--- src/sv/spq_pkg.sv ---
package spq_pkg;

	// Number of cells in the chain, one held entry per cell.
	localparam int unsigned QUEUE_DEPTH = 16;

	// Entry count reaches QUEUE_DEPTH, so it needs one more code than the depth.
	localparam int unsigned COUNT_W = $clog2(QUEUE_DEPTH + 1);

	localparam int unsigned VALUE_W = 32;
	localparam int unsigned OCC_W   = 5;

	typedef logic [COUNT_W-1:0] count_t;
	typedef logic [OCC_W-1:0]   occ_t;
	typedef logic signed [VALUE_W-1:0] value_t;

	// Action codes on the request channel.
	localparam logic ACT_INSERT = 1'b0;
	localparam logic ACT_REMOVE = 1'b1;

	// Status codes on the response channel.
	localparam logic [1:0] ST_DONE  = 2'd0;
	localparam logic [1:0] ST_FULL  = 2'd1;
	localparam logic [1:0] ST_EMPTY = 2'd2;

	// Command broadcast from the controller to every cell.
	typedef struct packed {
		logic   ins;
		logic   rem;
		value_t value;
	} cell_cmd_t;

endpackage

--- src/sv/spq_if.sv ---
// Request channel: one beat per insert or remove.
interface spq_req_if;
	logic                valid;
	logic                ready;
	logic                action;
	spq_pkg::value_t     value;

	modport source (output valid, output action, output value, input ready);
	modport sink   (input valid, input action, input value, output ready);
endinterface

// Response channel: one beat per request.
interface spq_rsp_if;
	logic                valid;
	logic                ready;
	spq_pkg::value_t     removed_value;
	logic [1:0]          status;
	spq_pkg::occ_t       occupancy;

	modport source (output valid, output removed_value, output status, output occupancy,
		input ready);
	modport sink   (input valid, input removed_value, input status, input occupancy,
		output ready);
endinterface

--- src/sv/spq_cell.sv ---
module spq_cell (
	input  logic                clk,
	input  spq_pkg::cell_cmd_t  cmd,
	input  logic                occupied,
	input  logic                left_take,
	input  spq_pkg::value_t     left_entry,
	input  spq_pkg::value_t     right_entry,
	output logic                take,
	output spq_pkg::value_t     entry
);

	spq_pkg::value_t entry_q;

	// This cell moves on an insert when it is free or holds a larger value.
	assign take  = !occupied || (entry_q > cmd.value);
	assign entry = entry_q;

	// Insert shifts right from the insertion point; remove shifts everything left.
	always_ff @(posedge clk) begin
		if (cmd.ins && take) begin
			entry_q <= left_take ? left_entry : cmd.value;
		end else if (cmd.rem) begin
			entry_q <= right_entry;
		end
	end

endmodule

--- src/sv/spq_ctrl.sv ---
module spq_ctrl (
	input  logic                clk,
	input  logic                arst_n,
	spq_req_if.sink             req,
	spq_rsp_if.source           rsp,
	input  spq_pkg::value_t     head_entry,
	output spq_pkg::cell_cmd_t  cmd,
	output spq_pkg::count_t     count
);

	spq_pkg::count_t count_q;
	spq_pkg::count_t count_d;
	logic            rsp_valid_q;
	spq_pkg::value_t removed_q;
	logic [1:0]      status_q;
	spq_pkg::occ_t   occ_q;
	logic            accept;
	logic            full;
	logic            empty;
	logic [1:0]      status_d;
	spq_pkg::value_t removed_d;

	// A new request is taken whenever the response register is free or draining.
	assign req.ready = !rsp_valid_q || rsp.ready;
	assign accept    = req.valid && req.ready;

	assign full  = (count_q == spq_pkg::count_t'(spq_pkg::QUEUE_DEPTH));
	assign empty = (count_q == '0);

	assign cmd.ins   = accept && (req.action == spq_pkg::ACT_INSERT) && !full;
	assign cmd.rem   = accept && (req.action == spq_pkg::ACT_REMOVE) && !empty;
	assign cmd.value = req.value;

	// Result of the current request, from the count and the head cell.
	always_comb begin
		count_d   = count_q;
		status_d  = spq_pkg::ST_DONE;
		removed_d = '0;
		if (req.action == spq_pkg::ACT_REMOVE) begin
			if (empty) begin
				status_d = spq_pkg::ST_EMPTY;
			end else begin
				removed_d = head_entry;
				count_d   = count_q - spq_pkg::count_t'(1);
			end
		end else begin
			if (full) begin
				status_d = spq_pkg::ST_FULL;
			end else begin
				count_d = count_q + spq_pkg::count_t'(1);
			end
		end
	end

	// Entry count and the response valid flag.
	always_ff @(posedge clk or negedge arst_n) begin
		if (!arst_n) begin
			count_q     <= '0;
			rsp_valid_q <= 1'b0;
		end else begin
			if (accept) begin
				count_q <= count_d;
			end
			if (accept) begin
				rsp_valid_q <= 1'b1;
			end else if (rsp.ready) begin
				rsp_valid_q <= 1'b0;
			end
		end
	end

	// Response payload, loaded with each accepted request.
	always_ff @(posedge clk) begin
		if (accept) begin
			removed_q <= removed_d;
			status_q  <= status_d;
			occ_q     <= spq_pkg::occ_t'(count_d);
		end
	end

	assign rsp.valid         = rsp_valid_q;
	assign rsp.removed_value = removed_q;
	assign rsp.status        = status_q;
	assign rsp.occupancy     = occ_q;
	assign count             = count_q;

endmodule

--- src/sv/sorted_priority_queue.sv ---
// Sorted priority queue of up to QUEUE_DEPTH signed 32-bit values, kept ascending in a chain of
// cells, one entry per cell. An insert places the value after every held entry less than or
// equal to it, so equal values leave in arrival order; a remove returns the smallest entry.
// Every request gives exactly one response beat with the removed value (zero unless a remove
// succeeded), a status (done, refused because full, refused because empty) and the occupancy
// after the request. Every cell compares its entry with the new value and shifts toward its
// neighbor in the same cycle, and the response is registered and appears in the cycle after
// acceptance. A new request is accepted in every cycle while the response channel takes
// beats; while a response beat is stalled, no further request is accepted.
module sorted_priority_queue (
	input  logic        clk,
	input  logic        arst_n,
	spq_req_if.sink     req,
	spq_rsp_if.source   rsp
);

	localparam int unsigned DEPTH = spq_pkg::QUEUE_DEPTH;

	spq_pkg::cell_cmd_t cmd;
	spq_pkg::count_t    count;
	logic               take  [DEPTH];
	spq_pkg::value_t    entry [DEPTH];

	// Request handling, entry count and response register.
	spq_ctrl u_ctrl (
		.clk        (clk),
		.arst_n     (arst_n),
		.req        (req),
		.rsp        (rsp),
		.head_entry (entry[0]),
		.cmd        (cmd),
		.count      (count)
	);

	// The cell chain; the first cell has no left neighbor, the last no right one.
	for (genvar i = 0; i < DEPTH; i++) begin : g_cell
		logic            occupied;
		logic            left_take;
		spq_pkg::value_t left_entry;
		spq_pkg::value_t right_entry;

		assign occupied = (count > spq_pkg::count_t'(i));

		if (i == 0) begin : g_first
			assign left_take  = 1'b0;
			assign left_entry = '0;
		end else begin : g_mid
			assign left_take  = take[i-1];
			assign left_entry = entry[i-1];
		end

		if (i == DEPTH - 1) begin : g_last
			assign right_entry = '0;
		end else begin : g_inner
			assign right_entry = entry[i+1];
		end

		spq_cell u_cell (
			.clk         (clk),
			.cmd         (cmd),
			.occupied    (occupied),
			.left_take   (left_take),
			.left_entry  (left_entry),
			.right_entry (right_entry),
			.take        (take[i]),
			.entry       (entry[i])
		);
	end

endmodule

--- src/flat_wrapper.sv ---
// flat-port wrapper written by rule: the top's interface ports become plain ports
module sorted_priority_queue_flat 
  (clk, arst_n, req_valid, req_action, req_value, req_ready, rsp_valid, rsp_removed_value, rsp_status, rsp_occupancy, rsp_ready);
  spq_req_if req_i ();
  spq_rsp_if rsp_i ();
  input  logic clk;
  input  logic arst_n;
  input wire logic [$bits(req_i.valid)-1:0] req_valid;
  input wire logic [$bits(req_i.action)-1:0] req_action;
  input wire logic [$bits(req_i.value)-1:0] req_value;
  output wire logic [$bits(req_i.ready)-1:0] req_ready;
  output wire logic [$bits(rsp_i.valid)-1:0] rsp_valid;
  output wire logic [$bits(rsp_i.removed_value)-1:0] rsp_removed_value;
  output wire logic [$bits(rsp_i.status)-1:0] rsp_status;
  output wire logic [$bits(rsp_i.occupancy)-1:0] rsp_occupancy;
  input wire logic [$bits(rsp_i.ready)-1:0] rsp_ready;
  assign req_i.valid = req_valid;
  assign req_i.action = req_action;
  assign req_i.value = req_value;
  assign req_ready = req_i.ready;
  assign rsp_valid = rsp_i.valid;
  assign rsp_removed_value = rsp_i.removed_value;
  assign rsp_status = rsp_i.status;
  assign rsp_occupancy = rsp_i.occupancy;
  assign rsp_i.ready = rsp_ready;
  sorted_priority_queue u_core (.clk(clk), .arst_n(arst_n), .req(req_i), .rsp(rsp_i));
endmodule
--- config.mk ---
export PLATFORM = sky130hd
export DESIGN_NAME = sorted_priority_queue_flat
export DESIGN_NICKNAME = d
export VERILOG_FILES = /design/src/sv/spq_pkg.sv /design/src/sv/spq_if.sv /design/src/sv/spq_cell.sv /design/src/sv/spq_ctrl.sv /design/src/sv/sorted_priority_queue.sv /design/src/flat_wrapper.sv
export SDC_FILE = /design/constraint.sdc
export NUM_CORES = 2
export LEC_CHECK = 0
export ABC_AREA = 0
export BUFFER_PORTS_ARGS = -buffer_cell sky130_fd_sc_hd__buf_2
export CAP_MARGIN = 0
export CORE_UTILIZATION = 50
export CTS_CLUSTER_DIAMETER = 200
export CTS_CLUSTER_SIZE = 28
export DETAILED_ROUTE_END_ITERATION = 6
export PLACE_DENSITY = 0.71
export RECOVER_POWER = 100
export SLEW_MARGIN = 20
export SYNTH_ARGS = -nofsm -noshare
export SYNTH_HDL_FRONTEND = slang
export SYNTH_SLANG_ARGS = --single-unit
--- constraint.sdc ---
create_clock -name clk -period 5.2 [get_ports clk]
set_clock_uncertainty 0.1 [all_clocks]
set_input_delay 0.52 -clock clk [delete_from_list [all_inputs] [get_ports clk]]
set_output_delay 0.52 -clock clk [all_outputs]
set_load 0.02 [all_outputs]
### Word level (Yosys, flattened, before mapping)

Index checks and enable logic that the tools add are counted.

* bits in registers: 557
* logic and storage cells: 188
* output and inout bits: 41
* bits of input ports: 37

* mux-type cells: 55
* bitwise operators: 1
* add/sub/neg operators: 2
* $lt $le $gt $ge: 32
* equality and inequality tests: 1
* reduce and logical (&&, ||, !) cells: 76

Operators with widths (number)
* 32-bit two-way mux: 47
* 32-bit greater-than comparator: 16
* 5-bit by 4-bit greater-than comparator with 1-bit output (second input constant): 8
* 2-bit nonzero test: 17
* 1-bit logical AND: 21
* 5-bit by 3-bit greater-than comparator with 1-bit output (second input constant): 4
* 1-bit zero test: 19
* 1-bit logical OR: 17
* 5-bit two-way mux: 3
* 5-bit by 1-bit greater-than comparator with 1-bit output (second input constant): 2
* 5-bit by 2-bit greater-than comparator with 1-bit output (second input constant): 2
* 5-bit by 1-bit adder with 5-bit output (second input constant): 1
* 5-bit equality test (second input constant): 1
* 5-bit zero test: 1
* 5-bit by 1-bit subtractor with 5-bit output (second input constant): 1
* 2-bit two-way mux: 2
* 1-bit two-way mux: 3
* 2-bit OR reduction: 1
* 1-bit inverter: 1

### Depth between registers and ports, before layout

* depth after elaboration: 7
* depth in mapped cells: 14
* depth with buffers taken out: 10

### Hierarchy

A second synthesis with hierarchy kept.

* cell total of the unflattened synthesis: 4415
* area, all modules: 45155.8 µm²

Modules (own cells, without submodules)
* spq_cell: cells an instance 263, seq. area each 960.9 µm², instances 16, area an instance 2676.3 µm²
* spq_ctrl: cells an instance 179, seq. area each 1321.3 µm², instances 1, area an instance 2188.3 µm²
* sorted_priority_queue: cells an instance 28, seq. area each 0.0 µm², instances 1, area an instance 146.4 µm²

### Worst setup path before layout

OpenSTA, ideal clock, no wires.

* kind: input to register
* from: input rsp_ready
* to: register u_core.g_cell[11].u_cell.entry_q[0], enable pin
* required time: 4.634 ns
* cell stages on the path: 6
* buffers on the path: 1
* arrival: 5.207 ns
* setup slack: -0.573 ns
* setup time: 0.466 ns
* path through: nand2b_1 -> and2_1 -> clkbuf_1 -> nand2_1 -> a311o_1 -> o21ai_0

* word-level cells in the longest chain between the ends: 6
* elaborated cells on any way between the ends: 8
* classes of those cells: 8 x reduce/logical

Ends and longest elaborated chain
* start: declaration: RTL line flat_wrapper.sv:16 `input wire logic [$bits(rsp_i.ready)-1:0] rsp_ready;`
* 1-bit logical OR *: RTL line spq_ctrl.sv:24 `assign req.ready = !rsp_valid_q || rsp.ready;`
* 1-bit logical AND *: RTL line spq_ctrl.sv:25 `assign accept = req.valid && req.ready;`
* via u_core.u_ctrl.accept: RTL line spq_ctrl.sv:17 `logic accept;`
* 1-bit logical AND (2 in series): RTL line spq_ctrl.sv:30 `assign cmd.ins = accept && (req.action == spq_pkg::ACT_INSERT) && !full;`
* 1-bit logical AND: RTL line spq_cell.sv:20 `if (cmd.ins && take) begin`
* 2-bit nonzero test (no source line) *
* end signal: assignment: RTL line spq_cell.sv:21 `entry_q <= left_take ? left_entry : cmd.value;`
* end signal: assignment: RTL line spq_cell.sv:23 `entry_q <= right_entry;`
* end: declaration: RTL line spq_cell.sv:12 `spq_pkg::value_t entry_q;`

Mark *: on every way through the listed nets, which the timed path passes. The rest lies on a longest branch.
A chain may end at the register's enable or synchronous reset.

### Final worst setup path

* from: register u_core.u_ctrl.count_q[1] (netlist: u_core.u_ctrl.count[1])
* to: register u_core.g_cell[12].u_cell.entry_q[8] (data pin)

* word-level cells in the longest chain between the ends: 5
* elaborated cells on any way between the ends: 12
* classes of those cells: 2 x order compare; 1 x eq/ne; 2 x mux; 7 x reduce/logical

Ends and longest elaborated chain
* start: declaration: RTL line spq_ctrl.sv:11 `spq_pkg::count_t count_q;`
* start signal: assignment: RTL line spq_ctrl.sv:62 `count_q <= count_d;`
* 5-bit by 4-bit greater-than comparator with 1-bit output or 5-bit equality test (tied branches): RTL line sorted_priority_queue.sv:42, spq_ctrl.sv:27
* 1-bit zero test (on tied branches): RTL line spq_cell.sv:15, spq_ctrl.sv:30
* 1-bit logical OR or 1-bit logical AND (tied branches): RTL line spq_cell.sv:15, spq_ctrl.sv:30
* 32-bit two-way mux or 1-bit logical AND (tied branches): RTL line spq_cell.sv:21, spq_cell.sv:20
* 32-bit two-way mux *: RTL line spq_cell.sv:20
* end signal: assignment: RTL line spq_cell.sv:21
* end signal: assignment: RTL line spq_cell.sv:23
* end: declaration: RTL line spq_cell.sv:12

Mark *: on every way between the ends. The rest lies on a longest branch, timed or not.

==> metrics <==
setup slack at placement 508.3 ps; Die Ht 283.5 um; Max rail drop VDD about 300 uV; status finished, violations left; crit path launch u_core.u_ctrl.count[1]$_DFFE_PN0P_; antenna viol nets, final 0; CP Max Fanout 32; reg-to-reg critical path endpoint u_core.g_cell[12].u_cell.entry[8]$_DFFE_PP_; GRT Resource Usage Total between 20% and 30%; Rows between 100 and 150; CP top delay family compound AO/OA/AOI/OAI gates; DRC viols 0; FF-to-FF path depth 10; Post-Route WL ~100000 um; crit start category flip-flop; Critical Path Max Stage Delay between 1000 and 1500 ps; total grt overflow 0; worst-skew pair later-pin latency 610 ps; total vias in the final route between 20000 and 30000; DR iter-0 viols about 2700; crit end category flip-flop; layout cells sized above 1 8.295%; drt wl/cell about 22 um; Req. time, crit path roughly 5500 ps; Avg Cell Area, Syn 10.79 sq um; die width 283.5 um; DRT Pass-1 Iters 7; period utilization between 80% and 90%; Filler Cell Count around 7000; EDFF count, synth approximately 550; Netlist cell types ~80; post-synthesis sequential area ratio 42.15%; Post-Syn Area 39610 sq um; maxcap violations 4; Synthesized Nets around 4200; FMAX 0.2223 GHz; Via density roughly 6.1; fraction of registers with async set/reset ~1.1%; TritonCTS Sinks 557; top-level port count 78; relative slew slack -18.52%; Hold Violations, Final 0; Syn Inst Count around 3700; RR Startpoint u_core.u_ctrl.count[1]$_DFFE_PN0P_; starting density of the core between 50% and 60%; RSZ-0062 raised after global routing no; post-CTS sizing 0; post-DP HPWL between 80000 and 90000 um; fin crit period approximately 4500 ps; Critical Path AT 4760 ps; CP endpoint u_core.g_cell[12].u_cell.entry[8]$_DFFE_PP_; H-Tree Level Count 1; WP depth 10; global-route wire length before repair 160600 um; Main synth FF type edfxtp_1; Post-CTS Setup Repair Bufs 0; FF+latch count, synth approximately 560; GP Congestion approximately 0.92; Final Power about 16000 uW; die area between 80000 and 90000 sq um; Buf+Inv Stages, Crit Path 2; clock root buffer clkbuf_16; clock slew at reported path FFs 110 ps; largest net degree at the start of global routing 65; top-area cell type share of the netlist area a little over two fifths; Num CTS Buffers 23; dominant cell type by area after synthesis edfxtp_1; critical path type flip-flop to flip-flop; fin. max-slew vios 106; Hold Crit Class input pin to flip-flop; endpoints failing setup 0; setup TNS 0 ps; maximum buffer depth of the clock tree 3; leakage power approximately 0.017 uW; FF-to-FF setup slack 700 ps; initial antenna violation count 3; Final WS setup approximately 700 ps; failing checks max-capacitance violations, max-slew violations; core region area 77980 sq um; Synth area leaders edfxtp_1 42%, ha_1 16%, mux2i_1 8.3%, a21oi_1 5.4%, mux2_1 3.2%; number of port buffers 77; Nets approximately 4200; Max stage delay cell, worst path o21ai_0; crit path cell chain ha_1 > inv_1 > a31oi_1 > o21ai_0 > nand2_1 > a211oi_2 > a311oi_4 > buf_4 > mux2_1 > mux2_2; Pwr per Cell Area roughly 380 nW/um^2; YS warnings 0; Area growth, synth to finish 5.919%; CTS tree done; Final Util 53.81%; worst slew pin tran 1778 ps; vias in the first global route 28330
-- worst min-delay path, stage by stage --
cell      delay (ps)
buf_2             70
nand2b_1         130
nand2b_1          70
-- worst min-delay path by stage --
stage / slack, ps / start / depth (start not counted) / endpoint
global route: 120 / rsp_ready / 3 / u_core.u_ctrl.rsp.valid$_DFFE_PN0P_
floorplan: 120 / arst_n / 0 / u_core.u_ctrl.count[0]$_DFFE_PN0P_
CTS: 80 / rsp_ready / 3 / u_core.u_ctrl.rsp.valid$_DFFE_PN0P_
detailed placement: 250 / arst_n / 1 / u_core.u_ctrl.count[0]$_DFFE_PN0P_
global placement: 260 / arst_n / 1 / u_core.u_ctrl.count[4]$_DFFE_PN0P_
finish: 110 / rsp_ready / 3 / u_core.u_ctrl.rsp.valid$_DFFE_PN0P_
-- routing by layer --
metal / up-vias / global-route usage (%) / part of all wire, %
met2: 934 / 40.57 / 46
met5: - / 0 / 0
met3: 120 / 2.548 / 5.7
met1: 13960 / 34.85 / 46
li1: 14080 / - / -
met4: 0 / 7.081 / 2.8
-- final cells by class --
class	count	area [sq um]	share of cell area, %
tap	1040	1301	3.101
timing repair buffer	204	1286	3.066
clock buffer	31	605.6	1.443
antenna	3	7.507	0.01789
multi-input combinational	2837	21790	51.93
inverter	71	266.5	0.6352
clock inverter	1	5.005	0.01193
sequential	557	16700	39.79
-- state kept, by name, summed over array words and instances (netlist names) --
signal	flops
u_core.u_ctrl.rsp.occupancy	5
u_core.u_ctrl.rsp.valid	1
u_core.u_ctrl.rsp.status	2
u_core.g_cell.u_cell.entry	512
u_core.u_ctrl.rsp.removed_value	32
u_core.u_ctrl.count	5
-- through the flow --
step,hold WS [ps],area (sq um),cells
after floorplan,124.4,39610,3670
after global routing,122.5,41960,4744
after global placement,255.2,41630,4706
after CTS,76.63,42260,4740
after detailed placement,254.5,41630,4706
final,114.7,41960,4744
-- placed cells by master (no fill, tap or decap), drive strengths merged, types with 8 or more instances in the layout --
master / netlist / layout
edfxtp: 551 / 551
ha: 517 / 517
a21oi: 428 / 428
mux2i: 330 / 330
nor2: 280 / 280
o21ai: 257 / 257
mux2: 251 / 251
nand2: 231 / 231
buf: 70 / 129
nand4: 116 / 116
clkbuf: 135 / 104
inv: 71 / 71
a21o: 48 / 48
nand3: 42 / 42
a31oi: 39 / 39
and3: 35 / 35
nor2b: 28 / 28
o211ai: 21 / 21
nor3: 19 / 19
nor4: 17 / 17
a211oi: 16 / 16
nand2b: 15 / 15
or4: 12 / 12
a2111oi: 10 / 10
o21a: 10 / 10
or3: 10 / 10
and2: 9 / 9
o31ai: 8 / 8
-- logic make-up (layout without fill, tap and decap cells) --
group | count (synthesis) | count (layout) | synth area share, %
fa+ha+maj | 517 | 517 | 16.33
simple gates | 841 | 841 | 10.06
mux | 581 | 581 | 15.74
compound gates | 896 | 896 | 12.80
flops | 557 | 557 | 42.15
xor+xnor | 2 | 2 | 0.04423
buf+inv | 276 | 307 | 2.871
other cells | 0 | 3 | 0
-- where the power goes --
group / internal (uW) / switching (uW)
registers: 6150 / 731
logic: 2780 / 3890
clock network: 827 / 1450
-- cells in the mapped netlist (17+ instances only) --
cell      instances
o21ai_0         157
mux2_1          113
nand3_1          41
nor4_1           17
nor3_1           18
a21oi_1         428
edfxtp_1        551
ha_1            517
mux2_4           28
buf_2            57
nor2b_1          28
nand2_1         231
a31oi_1          39
nor2_1          278
inv_1            70
o211ai_1         21
nand4_1         116
mux2i_1         330
a21o_1           48
clkbuf_1        135
and3_1           35
mux2_2          110
o21ai_1         100
-- what timing repair did --
action / CTS / global route
hold buffers: 2 / 0
endpoints found under the setup margin: 0 / 0
endpoints found under the hold margin: 7 / 0
Power figures use the tool's default switching activity.
